`src/hdl/two_stack_queue_unit_assert.svh`:
```
// assertion macros used by the queue unit datapath
`ifndef TWO_STACK_QUEUE_UNIT_ASSERT_SVH
`define TWO_STACK_QUEUE_UNIT_ASSERT_SVH

// same-cycle implication, held off during reset
`define TSQ_ASSERT_NOW(lbl, clk, rst, cond, conseq, msg) \
   lbl: assert property (@(posedge clk) disable iff (rst) (cond) |-> (conseq)) \
      else $error(msg);

// next-cycle implication, held off during reset
`define TSQ_ASSERT_NEXT(lbl, clk, rst, cond, conseq, msg) \
   lbl: assert property (@(posedge clk) disable iff (rst) (cond) |=> (conseq)) \
      else $error(msg);

`endif

```
`src/hdl/tsq_pkg.sv`:
```
`timescale 1ns / 1ps
`default_nettype none

package tsq_pkg;

   // storage geometry
   localparam int MAX_STACK_DEPTH = 256;
   localparam int WORD_BITS       = 32;
   localparam int ADDR_BITS       = $clog2(MAX_STACK_DEPTH);
   localparam int FILL_BITS       = ADDR_BITS + 1;

   // item field widths
   localparam int DATA_BITS  = 32;
   localparam int POS_BITS   = 9;
   localparam int COUNT_BITS = 10;
   localparam int CAP_BITS   = 9;

   // configuration port
   localparam int CSR_ADDR_BITS = 3;
   localparam int CSR_DATA_BITS = 32;
   localparam logic [CSR_ADDR_BITS-3:0] CSR_CAPACITY_INDEX = '0;
   localparam logic [CAP_BITS-1:0] CAP_RESET = CAP_BITS'(MAX_STACK_DEPTH);

   typedef enum logic [1:0] {
      CMD_ENQUEUE = 2'd0,
      CMD_DEQUEUE = 2'd1,
      CMD_READ    = 2'd2,
      CMD_COUNT   = 2'd3
   } cmd_type;

   typedef enum logic [2:0] {
      ST_IDLE,
      ST_DECIDE,
      ST_XFER_RD,
      ST_XFER_WR,
      ST_EXEC,
      ST_REPLY
   } state_type;

   typedef struct packed {
      cmd_type                      command;
      logic signed [DATA_BITS-1:0]  push_value;
      logic        [POS_BITS-1:0]   position;
   } req_type;

   typedef struct packed {
      logic signed [DATA_BITS-1:0]  data_out;
      logic                         error;
      logic        [COUNT_BITS-1:0] element_count;
   } rsp_type;

   // controller to datapath
   typedef struct packed {
      logic load;
      logic xfer_rd;
      logic xfer_wr;
      logic push;
      logic pop;
      logic peek;
      logic emit;
      logic emit_err;
      logic emit_data;
   } ctrl_type;

   // datapath to controller
   typedef struct packed {
      cmd_type command;
      logic    in_full;
      logic    in_empty;
      logic    out_empty;
      logic    read_hit;
   } status_type;

endpackage

`default_nettype wire

```
`src/hdl/tsq_ctrl.sv`:
```
`timescale 1ns / 1ps
`default_nettype none

module tsq_ctrl (
   input  wire logic                clock,
   input  wire logic                reset,
   input  wire logic                start,
   output logic                     busy,
   input  wire tsq_pkg::status_type status,
   output tsq_pkg::ctrl_type        ctrl
);

   tsq_pkg::state_type state_ff;
   tsq_pkg::state_type state_in;

   // state register
   always_ff @(posedge clock) begin
      if (reset) begin
         state_ff <= tsq_pkg::ST_IDLE;
      end else begin
         state_ff <= state_in;
      end
   end

   // next state
   always_comb begin
      state_in = state_ff;
      unique case (state_ff)
         tsq_pkg::ST_IDLE: begin
            if (start) begin
               state_in = tsq_pkg::ST_DECIDE;
            end
         end
         tsq_pkg::ST_DECIDE: begin
            unique case (status.command)
               tsq_pkg::CMD_ENQUEUE: begin
                  if (status.in_full && !status.out_empty) begin
                     state_in = tsq_pkg::ST_IDLE;
                  end else if (status.in_full) begin
                     state_in = tsq_pkg::ST_XFER_RD;
                  end else begin
                     state_in = tsq_pkg::ST_EXEC;
                  end
               end
               tsq_pkg::CMD_DEQUEUE: begin
                  if (status.in_empty && status.out_empty) begin
                     state_in = tsq_pkg::ST_IDLE;
                  end else if (status.out_empty) begin
                     state_in = tsq_pkg::ST_XFER_RD;
                  end else begin
                     state_in = tsq_pkg::ST_EXEC;
                  end
               end
               tsq_pkg::CMD_READ: begin
                  state_in = tsq_pkg::ST_EXEC;
               end
               default: begin
                  state_in = tsq_pkg::ST_IDLE;
               end
            endcase
         end
         tsq_pkg::ST_XFER_RD: begin
            state_in = tsq_pkg::ST_XFER_WR;
         end
         tsq_pkg::ST_XFER_WR: begin
            if (status.in_empty) begin
               state_in = tsq_pkg::ST_EXEC;
            end else begin
               state_in = tsq_pkg::ST_XFER_RD;
            end
         end
         tsq_pkg::ST_EXEC: begin
            if (status.command == tsq_pkg::CMD_READ && !status.read_hit) begin
               state_in = tsq_pkg::ST_IDLE;
            end else begin
               state_in = tsq_pkg::ST_REPLY;
            end
         end
         tsq_pkg::ST_REPLY: begin
            state_in = tsq_pkg::ST_IDLE;
         end
         default: begin
            state_in = tsq_pkg::ST_IDLE;
         end
      endcase
   end

   // datapath commands
   always_comb begin
      ctrl = '0;
      busy = (state_ff != tsq_pkg::ST_IDLE);
      unique case (state_ff)
         tsq_pkg::ST_IDLE: begin
            ctrl.load = start;
         end
         tsq_pkg::ST_DECIDE: begin
            unique case (status.command)
               tsq_pkg::CMD_ENQUEUE: begin
                  if (status.in_full && !status.out_empty) begin
                     ctrl.emit     = 1'b1;
                     ctrl.emit_err = 1'b1;
                  end
               end
               tsq_pkg::CMD_DEQUEUE: begin
                  if (status.in_empty && status.out_empty) begin
                     ctrl.emit     = 1'b1;
                     ctrl.emit_err = 1'b1;
                  end
               end
               tsq_pkg::CMD_COUNT: begin
                  ctrl.emit = 1'b1;
               end
               default: begin
                  ctrl.emit = 1'b0;
               end
            endcase
         end
         tsq_pkg::ST_XFER_RD: begin
            ctrl.xfer_rd = 1'b1;
         end
         tsq_pkg::ST_XFER_WR: begin
            ctrl.xfer_wr = 1'b1;
         end
         tsq_pkg::ST_EXEC: begin
            unique case (status.command)
               tsq_pkg::CMD_ENQUEUE: begin
                  ctrl.push = 1'b1;
               end
               tsq_pkg::CMD_DEQUEUE: begin
                  ctrl.pop = 1'b1;
               end
               tsq_pkg::CMD_READ: begin
                  ctrl.peek     = status.read_hit;
                  ctrl.emit     = !status.read_hit;
                  ctrl.emit_err = !status.read_hit;
               end
               default: begin
                  ctrl.push = 1'b0;
               end
            endcase
         end
         tsq_pkg::ST_REPLY: begin
            ctrl.emit      = 1'b1;
            ctrl.emit_data = (status.command == tsq_pkg::CMD_DEQUEUE) ||
                             (status.command == tsq_pkg::CMD_READ);
         end
         default: begin
            ctrl = '0;
         end
      endcase
   end

endmodule

`default_nettype wire

```
`config.mk`:
```
export PLATFORM = sky130hd
export DESIGN_NAME = tsq_ctrl
export DESIGN_NICKNAME = d
export VERILOG_FILES = /design/src/hdl/two_stack_queue_unit_assert.svh /design/src/hdl/tsq_pkg.sv /design/src/hdl/tsq_ctrl.sv
export SDC_FILE = /design/constraint.sdc
export NUM_CORES = 1
export LEC_CHECK = 0
export BUFFER_PORTS_ARGS = -buffer_cell sky130_fd_sc_hd__buf_2
export CAP_MARGIN = 20
export CELL_PAD_IN_SITES_DETAIL_PLACEMENT = 1
export CELL_PAD_IN_SITES_GLOBAL_PLACEMENT = 1
export CORE_AREA = 10 10 47 49
export CTS_BUF_LIST = sky130_fd_sc_hd__clkbuf_4 sky130_fd_sc_hd__clkbuf_8
export CTS_CLUSTER_SIZE = 20
export DETAILED_ROUTE_END_ITERATION = 12
export DIE_AREA = 0 0 57 59
export PLACE_DENSITY_LB_ADDON = 0.1
export RECOVER_POWER = 100
export SLEW_MARGIN = 0
export SYNTH_ARGS = -nofsm -noshare
export SYNTH_HDL_FRONTEND = slang
export SYNTH_SLANG_ARGS = --single-unit
```
`constraint.sdc`:
```
create_clock -name clock -period 2.5 [get_ports clock]
set_input_delay 0.375 -clock clock [delete_from_list [all_inputs] [get_ports clock]]
set_output_delay 0.375 -clock clock [all_outputs]
set_load 0.01 [all_outputs]
```
==> metrics.cfg, run 1 <==
[pwr]
total_leakage_power_nw=0.2505
p_per_area_nw_per_um2=382.2
seq_power_share_pct=29.1
vdd.ir_drop.worst_mv=0.1549
p_int_mw=0.1418
switching_share_pct=28.04
clkPwrFrac_pct=48.5
p_switching_mw=0.05523
combinationalPowerShare_pct=22.4

[floorplanning]
coreArea_um2=1401
die_h_um=59
start_util_pct=29.55
die_w_um=57
die-area_um2=3363
rows=14
io-pin-count=19

[critical_path]
critPathLaunchType=input port
required_ns=2.12
arrival_ns=1.56
path_max_fanout=4
endpoint_kind=primary output
worstSetupPathType=in2out

[worst_hold_path]
hp-class=in2reg

[synth]
synthAdderAreaFrac_pct=15.11
synth_edf_count=0
synth.area.mux_share_pct=0
ys_top_cells_by_area=ha_1 (15%), dfxtp_1 (15%), nor2b_1 (11%)
ys_seq_elements=3
synthXorXnorAreaFrac_pct=0
synth_top_family_by_area=simple AND/OR/NAND/NOR gates
yosysSeqAreaShare_pct=14.50
synth_area_per_cell_um2=7.814
syn_area_um2=414.1
synthArstFlopShare_pct=0
synth_nets=67
synth_compound_area_share_pct=18.13
synthSimpleGateAreaFrac_pct=43.81
syn_inst=53
synth_cell_types=28
synth_top_flop_cell=dfxtp_1
yosys.area.top_type=ha_1
synth_top_area_share_pct=15.11
yosysWarningCount=0

[finish]
largest_reg_flops=3
final_cell_mix=buf_2 (11), nor2b_1 (7), clkbuf_1 (7)
top_regs=state_ff: 3 flops
final.fill_count=202
drive_gt1_share_pct=22.22
fin_nets=87
mostFrequentLayoutCell=buf_2
n_antenna_cell=0
regMostFlops=state_ff
syn_to_final_growth_pct=24.47
multiInputGateArea_um2=309.0
seq_area_um2=60.06

[global_route]
grt.total_usage_pct=7.322
overflow=0
grt_pass1_wl_mm=2.056
antenna_found_initial=0
grt_max_degree=16
grt_pass1_vias=474

[placed_design]
gp_congestion=0.7238
numPortBuffers=18
hpwl_um=998

[timing]
tightest_slew_ns=0.4035
rsz0062_at_grt=false
hold_viol_final=0
fin_crit_sh_pct=77.34
fin_crit_ns=1.933
drv_slew=0
timing.hold.ws_ns=0.4354
fin_worst_skew_ns=0.002319
tns_ns=0
clock.fmax_mhz=517.2
setup_viol=0
max-slew-margin-rel_pct=73.04

[clock_tree]
tritoncts=built
cts_resized=0
htree_num_levels=1
cts-buffers-inserted=3
clk_latency_ns=0.23
clkTransAtPathRegs_ns=0.03
cts.sinks=3
postCtsHoldBufs=0
postCtsSetupRepairBufs=0
cts_buffer_depth=2
root_buffer=clkbuf_4

[route]
drtPass1Iterations=2
vias=451
drc=0
routedWlPerCell_um=13.48
wl_mm=1.186
vias_per_cell=5.125
drt_iter0_markers=2
postRouteAntennaNets=0

[outcome]
outcome=complete, no violations

[job]
max-cap-violations=0

[power groups by stage]
stage / Combinational [mW] / Sequential [mW] / Clock (mW)
finish: 0.0440 / 0.0574 / 0.0956
global route: 0.0504 / 0.0584 / 0.105
CTS: 0.0483 / 0.0574 / 0.0993
detailed placement: 0.0479 / 0.0581 / 0
global placement: 0.0476 / 0.0584 / 0
floorplan: 0.0329 / 0.0529 / 0
[through the flow]
| stage | utilization (%) | instance area [um^2] | cells | setup WS (ns) | power, mW |
|---|---|---|---|---|---|
| CTS | 38.13 | 534.3 | 88 | 0.5415 | 0.2050 |
| detailed placement | 35.98 | 504.2 | 84 | 0.5431 | 0.1060 |
| global route | 36.79 | 515.5 | 88 | 0.4329 | 0.2136 |
| finish | 36.79 | 515.5 | 88 | 0.5665 | 0.1970 |
| floorplan | - | 414.1 | 53 | 0.8688 | 0.08578 |
| global placement | 35.98 | 504.2 | 84 | 0.5911 | 0.1060 |
[metal layers]
layer  vias up  share of wire, %  global-route usage, %
li1        225                 -                      -
met1       217                43                  7.057
met2         9                50                  13.49
met3         0               6.8                  4.292
met4         0                 0                  1.007
met5         -                 0                      0
[cell type report]
cell class | instances | area share (%)
Clock buffer | 4 | 5.825
Sequential cell | 3 | 11.65
Inverter | 4 | 2.913
Timing Repair Buffer | 18 | 15.78
Tap cell | 16 | 3.883
Multi-Input combinational cell | 43 | 59.95
[worst max-delay path, stage by stage]
cell      delay, ns
buf_2          0.11
inv_1          0.07
ha_1           0.23
and3b_1        0.19
o311ai_0       0.32
a21oi_1        0.11
clkbuf_1       0.14
[synth_stat cells (2+ instances only)]
library cell,count
dfxtp_1,3
a21oi_1,4
nor2b_1,7
nand2_1,2
ha_1,5
inv_1,4
and3_1,2
and2_1,4
o21ai_0,3
[logic make-up after synthesis]
| family | Yosys count |
|---|---|
| simple gates | 26 |
| compound gates | 12 |
| buf+inv | 7 |
| fa+ha+maj | 5 |
| flops | 3 |
[final timing paths]
kind	slack, ns	from	depth (start not counted)	endpoint
max	0.57	status[4]	7	ctrl[2]
min	0.44	reset	3	state_ff[2]
max reg2reg	1.19	state_ff[0]	3	state_ff[1]
min reg2reg	0.68	state_ff[0]	1	state_ff[0]
Note: power is estimated with default switching activity, not from simulation.
==> inputs of run 2 (changes only) <==
--- a/config.mk
+++ b/config.mk
@@ -9,11 +9,11 @@
 export CAP_MARGIN = 20
 export CELL_PAD_IN_SITES_DETAIL_PLACEMENT = 1
 export CELL_PAD_IN_SITES_GLOBAL_PLACEMENT = 1
-export CORE_AREA = 10 10 47 49
+export CORE_MARGIN = 10
+export CORE_UTILIZATION = 29
 export CTS_BUF_LIST = sky130_fd_sc_hd__clkbuf_4 sky130_fd_sc_hd__clkbuf_8
 export CTS_CLUSTER_SIZE = 20
 export DETAILED_ROUTE_END_ITERATION = 12
-export DIE_AREA = 0 0 57 59
 export PLACE_DENSITY_LB_ADDON = 0.1
 export RECOVER_POWER = 100
 export SLEW_MARGIN = 0
==> constraint.sdc (replaced) <==
create_clock -name clock -period 1.65 [get_ports clock]
set_input_delay 0.2475 -clock clock [delete_from_list [all_inputs] [get_ports clock]]
set_output_delay 0.2475 -clock clock [all_outputs]
set_load 0.01 [all_outputs]
==> metrics.cfg, run 2 (same netlist as run 1, synthesis figures left out) <==
[outcome]
outcome=complete, no violations

[finish]
post-route-util_pct=42.07  ; +5.3 points
largest_reg_flops=3  ; unchanged
drive_gt1_share_pct=34.67  ; +12 points
n_antenna_cell=0  ; unchanged
mostFrequentLayoutCell=buf_2
fin_nets=90  ; +3.4%
syn_to_final_growth_pct=33.84
fin_cells=90  ; +2.3%
final_cell_mix=buf_2 (13), nor2b_1 (7), ha_1 (5)
top_regs=state_ff: 3 flops
regMostFlops=state_ff

[floorplanning]
die-area_um2=3340  ; -0.69%
io-pin-count=19  ; unchanged
start_util_pct=31.43  ; +1.9 points
die_w_um=57.79  ; +1.4%
coreArea_um2=1318  ; -6.0%
die_h_um=57.79  ; -2.1%
rows=13  ; -1

[clock_tree]
clk_latency_ns=0.23  ; about the same
postCtsSetupRepairBufs=0  ; unchanged
htree_num_levels=1  ; unchanged
cts-buffers-inserted=3  ; unchanged
cts_buffer_depth=2  ; unchanged
postCtsHoldBufs=0  ; unchanged
cts.sinks=3  ; unchanged
tritoncts=built
clkTransAtPathRegs_ns=0.04  ; about the same
root_buffer=clkbuf_4

[critical_path]
reg2reg_slack_ns=0.37  ; -0.82 ns
crit_chain=buf_2, inv_1, ha_1, and3b_1, o311ai_1, a21oi_1, buf_2
cp_slowest_cell=o311ai_1
critPathLaunchType=input port
required_ns=1.40  ; -0.72 ns
critical_path_buf_inv_count=3  ; unchanged
crit_family=compound AO/OA/AOI/OAI gates
rr_startpoint=state_ff[2]
reg2reg_depth=4  ; +1
arrival_ns=1.32  ; -0.24 ns
worstSetupPathType=in2out
endpoint_kind=primary output
cp-startpoint=status[4]
path_common_cell=buf_2
critPathCapture=ctrl[2]
path_max_fanout=3  ; -1
path_depth=7  ; unchanged
rr_endpoint=state_ff[0]
cp_slowest_stage_delay_ns=0.27  ; -0.05 ns

[route]
postRouteAntennaNets=0  ; unchanged
drt_iter0_markers=7  ; +5
vias=446  ; -1.1%
drtPass1Iterations=4  ; +2
vias_per_cell=4.956  ; -3.3%
routedWlPerCell_um=13.76  ; +2.1%
wl_mm=1.238  ; +4.4%
drc=0  ; unchanged

[global_route]
grt_max_degree=16  ; unchanged
grt_pass1_vias=478  ; +0.84%
overflow=0  ; unchanged
grt.total_usage_pct=7.833  ; +0.51 points
grt_pass1_wl_mm=2.111  ; +2.7%
antenna_found_initial=0  ; unchanged

[timing]
fin_crit_ns=1.563
drv_slew=0  ; unchanged
hold_viol_final=0  ; unchanged
setup_viol=0  ; unchanged
clock.fmax_mhz=639.9
max-slew-margin-rel_pct=82.53  ; +9.5 points
rsz0062_at_grt=false
fin_crit_sh_pct=94.70
tightest_slew_ns=0.2610  ; -0.1425 ns
fin_worst_skew_ns=0.0002436  ; -0.002075 ns

[placed_design]
numPortBuffers=18  ; unchanged
hpwl_mm=1.004  ; +0.63%
placedCellCount=86  ; +2.4%
gp_congestion=0.7328  ; +1.2%

[pwr]
finalPower_mw=0.3073  ; +56%
total_leakage_power_nw=0.2855  ; +14%
p_per_area_nw_per_um2=554.4  ; +45%
vdd.ir_drop.worst_mv=0.1799  ; +16%

[job]
max-cap-violations=0  ; unchanged

[worst_hold_path]
hp-class=in2reg
hold_depth=3  ; unchanged

-- run 2: cell types whose count changed in the layout (fill, tap and decap cells not counted), moves of 2 or more --
cell,delta
buf_4,+3
dfxtp_2,+2
buf_2,+2
clkbuf_1,-3
dfxtp_1,-2
-- run 2: per-layer routing --
layer / vias to the layer above / routed length [um] / track usage, % / part of all wire [%]
met2: 15 / 553 / 11.50 / 45
li1: 230 / - / - / -
met3: 2 / 133 / 4.793 / 11
met1: 199 / 547 / 8.232 / 44
met5: - / 0 / 0 / 0
met4: 0 / 4 / 5.034 / 0.32
-- run 2: area by class of cell --
type,count,area [um^2]
Inverter,4,15.01
Tap cell,15,18.77
Sequential cell,3,62.56
Timing Repair Buffer,21,107.6
Multi-Input combinational cell,43,320.3
Fill cell,171,763.2
Clock buffer,4,30.03
-- run 2: what timing repair did --
action,4_1_cts,5_1_grt
setup endpoints to repair,4,4
resized for setup,2,2
cloned,0,0
-- run 2: worst min path at each step --
stage                         start     endpoint  slack, ns
final                         reset  state_ff[1]       0.31
after global routing          reset  state_ff[1]       0.30
after CTS                     reset  state_ff[1]       0.31
after detailed placement      reset  state_ff[1]       0.55
after global placement        reset  state_ff[0]       0.56
after floorplan           status[1]  state_ff[1]       0.41
-- run 2: where the power goes --
group	switching, mW	leakage, nW	internal [mW]	total, mW
logic	0.0389	0.242	0.0367	0.0756
clock network	0.0385	0.0184	0.107	0.146
registers	0.00915	0.0253	0.0771	0.0862
-- run 2: worst reg2reg max path, stage by stage, from the launching register on --
cell	delay, ns
dfxtp_1	0.30
buf_4	0.16
or4_1	0.52
nand3b_2	0.12
nor3_1	0.06
-- run 2: metrics by stage --
stage	area [um^2]	setup TNS [ns]	hold slack, ns	setup slack [ns]
after floorplan	414.1	0	0.4132	0.2738
after global placement	525.5	0	0.5553	0.04907
after detailed placement	525.5	-0.01488	0.5524	-0.01488
after CTS	560.5	0	0.3119	0.03002
after global routing	554.3	0	0.2998	0.01400
final	554.3	0	0.3087	0.08738
==> inputs of run 3 (changes only) <==
--- a/config.mk
+++ b/config.mk
@@ -5,15 +5,15 @@
 export SDC_FILE = /design/constraint.sdc
 export NUM_CORES = 1
 export LEC_CHECK = 0
-export BUFFER_PORTS_ARGS = -buffer_cell sky130_fd_sc_hd__buf_2
 export CAP_MARGIN = 20
 export CELL_PAD_IN_SITES_DETAIL_PLACEMENT = 1
 export CELL_PAD_IN_SITES_GLOBAL_PLACEMENT = 1
-export CORE_MARGIN = 10
-export CORE_UTILIZATION = 29
+export CORE_AREA = 10 10 47 49
 export CTS_BUF_LIST = sky130_fd_sc_hd__clkbuf_4 sky130_fd_sc_hd__clkbuf_8
 export CTS_CLUSTER_SIZE = 20
 export DETAILED_ROUTE_END_ITERATION = 12
+export DIE_AREA = 0 0 57 59
+export DONT_BUFFER_PORTS = 1
 export PLACE_DENSITY_LB_ADDON = 0.1
 export RECOVER_POWER = 100
 export SLEW_MARGIN = 0
==> metrics.cfg, run 3 (same netlist as run 1, synthesis figures left out) <==
[pwr]
p_per_area_nw_per_um2=628.3  ; +13%
vdd.ir_drop.worst_mv=0.2142  ; +19%
total_leakage_power_nw=0.2079  ; -27%

[critical_path]
crit_family=flip-flops
critPathLaunchType=register
worstSetupPathType=reg2out
critical_path_buf_inv_count=1  ; -2
endpoint_kind=primary output
cp_slowest_cell=dfxtp_1
path_max_fanout=9  ; +6
cp_slowest_stage_delay_ns=0.47  ; +0.20 ns
required_ns=1.40  ; about the same
crit_chain=clkbuf_1, and4b_1
arrival_ns=1.30  ; -0.02 ns

[finish]
largest_reg_flops=3  ; unchanged
fin_nets=71  ; -21%
final.fill_count=188  ; +9.9%
top_regs=state_ff: 3 flops
syn_to_final_growth_pct=10.88
mostFrequentLayoutCell=nor2b_1
drive_gt1_share_pct=17.86  ; -17 points
regMostFlops=state_ff
seq_area_um2=61.31  ; -2.0%
post-route-util_pct=32.77  ; -9.3 points
n_antenna_cell=0  ; unchanged
multiInputGateArea_um2=324.1  ; +1.2%
final_cell_mix=nor2b_1 (7), ha_1 (5), inv_1 (4), a21oi_1 (4), clkbuf_4 (4)

[clock_tree]
clk_latency_ns=0.23  ; about the same
cts_buffer_depth=2  ; unchanged
postCtsHoldBufs=0  ; unchanged
htree_num_levels=1  ; unchanged
cts-buffers-inserted=3  ; unchanged
tritoncts=built
root_buffer=clkbuf_4
cts.sinks=3  ; unchanged
clkTransAtPathRegs_ns=0.04  ; about the same

[global_route]
grt.total_usage_pct=7.383  ; -0.45 points
grt_max_degree=11  ; -5
overflow=0  ; unchanged
grt_pass1_wl_mm=1.994  ; -5.5%
grt_pass1_vias=449  ; -6.1%
antenna_found_initial=0  ; unchanged

[placed_design]
hpwl_mm=1.014  ; +0.93%
gp_congestion=0.7812  ; +6.6%
numPortBuffers=0  ; -18

[floorplanning]
coreArea_um2=1401  ; +6.4%
io-pin-count=19  ; unchanged
rows=14  ; +1
die_h_um=59  ; +2.1%
start_util_pct=29.55  ; -1.9 points
die-area_um2=3363  ; +0.70%
die_w_um=57  ; -1.4%

[timing]
drv_slew=0  ; unchanged
max-slew-margin-rel_pct=77.08  ; -5.5 points
rsz0062_at_grt=false
setup_viol=0  ; unchanged
fin_crit_sh_pct=93.53  ; -1.2 points
hold_viol_final=0  ; unchanged
clock.fmax_mhz=648.0  ; +1.3%
tns_ns=0  ; unchanged
fin_worst_skew_ns=0.002329  ; +0.002086 ns
fin_crit_ns=1.543  ; -0.01944 ns
tightest_slew_ns=0.3396  ; +0.07860 ns

[job]
max-cap-violations=0  ; unchanged

[route]
drtPass1Iterations=4  ; unchanged
routedWlPerCell_um=16.69  ; +21%
wl_mm=1.202  ; -2.9%
vias=389  ; -13%
drt_iter0_markers=6  ; -1
drc=0  ; unchanged
vias_per_cell=5.403  ; +9.0%
postRouteAntennaNets=0  ; unchanged

[outcome]
outcome=complete, no violations

[worst_hold_path]
hp-class=in2reg

## run 3: power by group
part	internal, mW	switching [mW]	leakage, nW
sequential	0.0765	0.00715	0.0250
clock	0.107	0.0401	0.0184
combinational	0.0258	0.0319	0.164
total	0.209	0.0791	0.208
## run 3: layout make-up
type	count	share of cell area [%]
Clock buffer	4	6.540
Inverter	4	3.270
Multi-Input combinational cell	43	70.57
Sequential cell	3	13.35
Tap cell	16	4.360
Timing Repair Buffer	2	1.907
## run 3: metrics by stage
| stage | cell area, um^2 | hold slack, ns | cells | total power [mW] | worst slack, ns |
|---|---|---|---|---|---|
| 3_5_place_dp | 429.2 | 0.4556 | 68 | 0.1446 | 0.1481 |
| 4_1_cts | 459.2 | 0.2039 | 72 | 0.2961 | 0.002791 |
| 3_3_place_gp | 429.2 | 0.4553 | 68 | 0.1439 | 0.1973 |
| 5_1_grt | 459.2 | 0.2126 | 72 | 0.3089 | 0.02108 |
| 6_report | 459.2 | 0.2017 | 72 | 0.2885 | 0.1068 |
| 2_1_floorplan | 414.1 | 0.4132 | 53 | 0.1300 | 0.2738 |
## run 3: routing by layer
layer	track usage, %	share of wire (%)	vias to the layer above	wire [um]
li1	-	-	190	-
met2	13.64	53	9	638
met1	6.635	40	188	477
met4	2.013	0.33	0	4
met3	4.506	6.8	2	82
met5	0	0	-	0
## run 3: worst min-delay path, cell delays in order
cell and delay (ns):
nand2_1 0.03, nand2_1 0.06, a21oi_1 0.05
## run 3: timing repair
item	in CTS	in global routing
endpoints found under the setup margin	0	4
gates resized for setup	0	2
setup buffers	0	0
## run 3: final timing paths
kind	startpoint	endpoint	slack (ns)	depth (start not counted)
max	state_ff[0]	ctrl[0]	0.11	2
max reg2reg	state_ff[0]	state_ff[1]	0.23	4
min reg2reg	state_ff[1]	state_ff[0]	0.70	2
min	status[2]	state_ff[1]	0.20	3
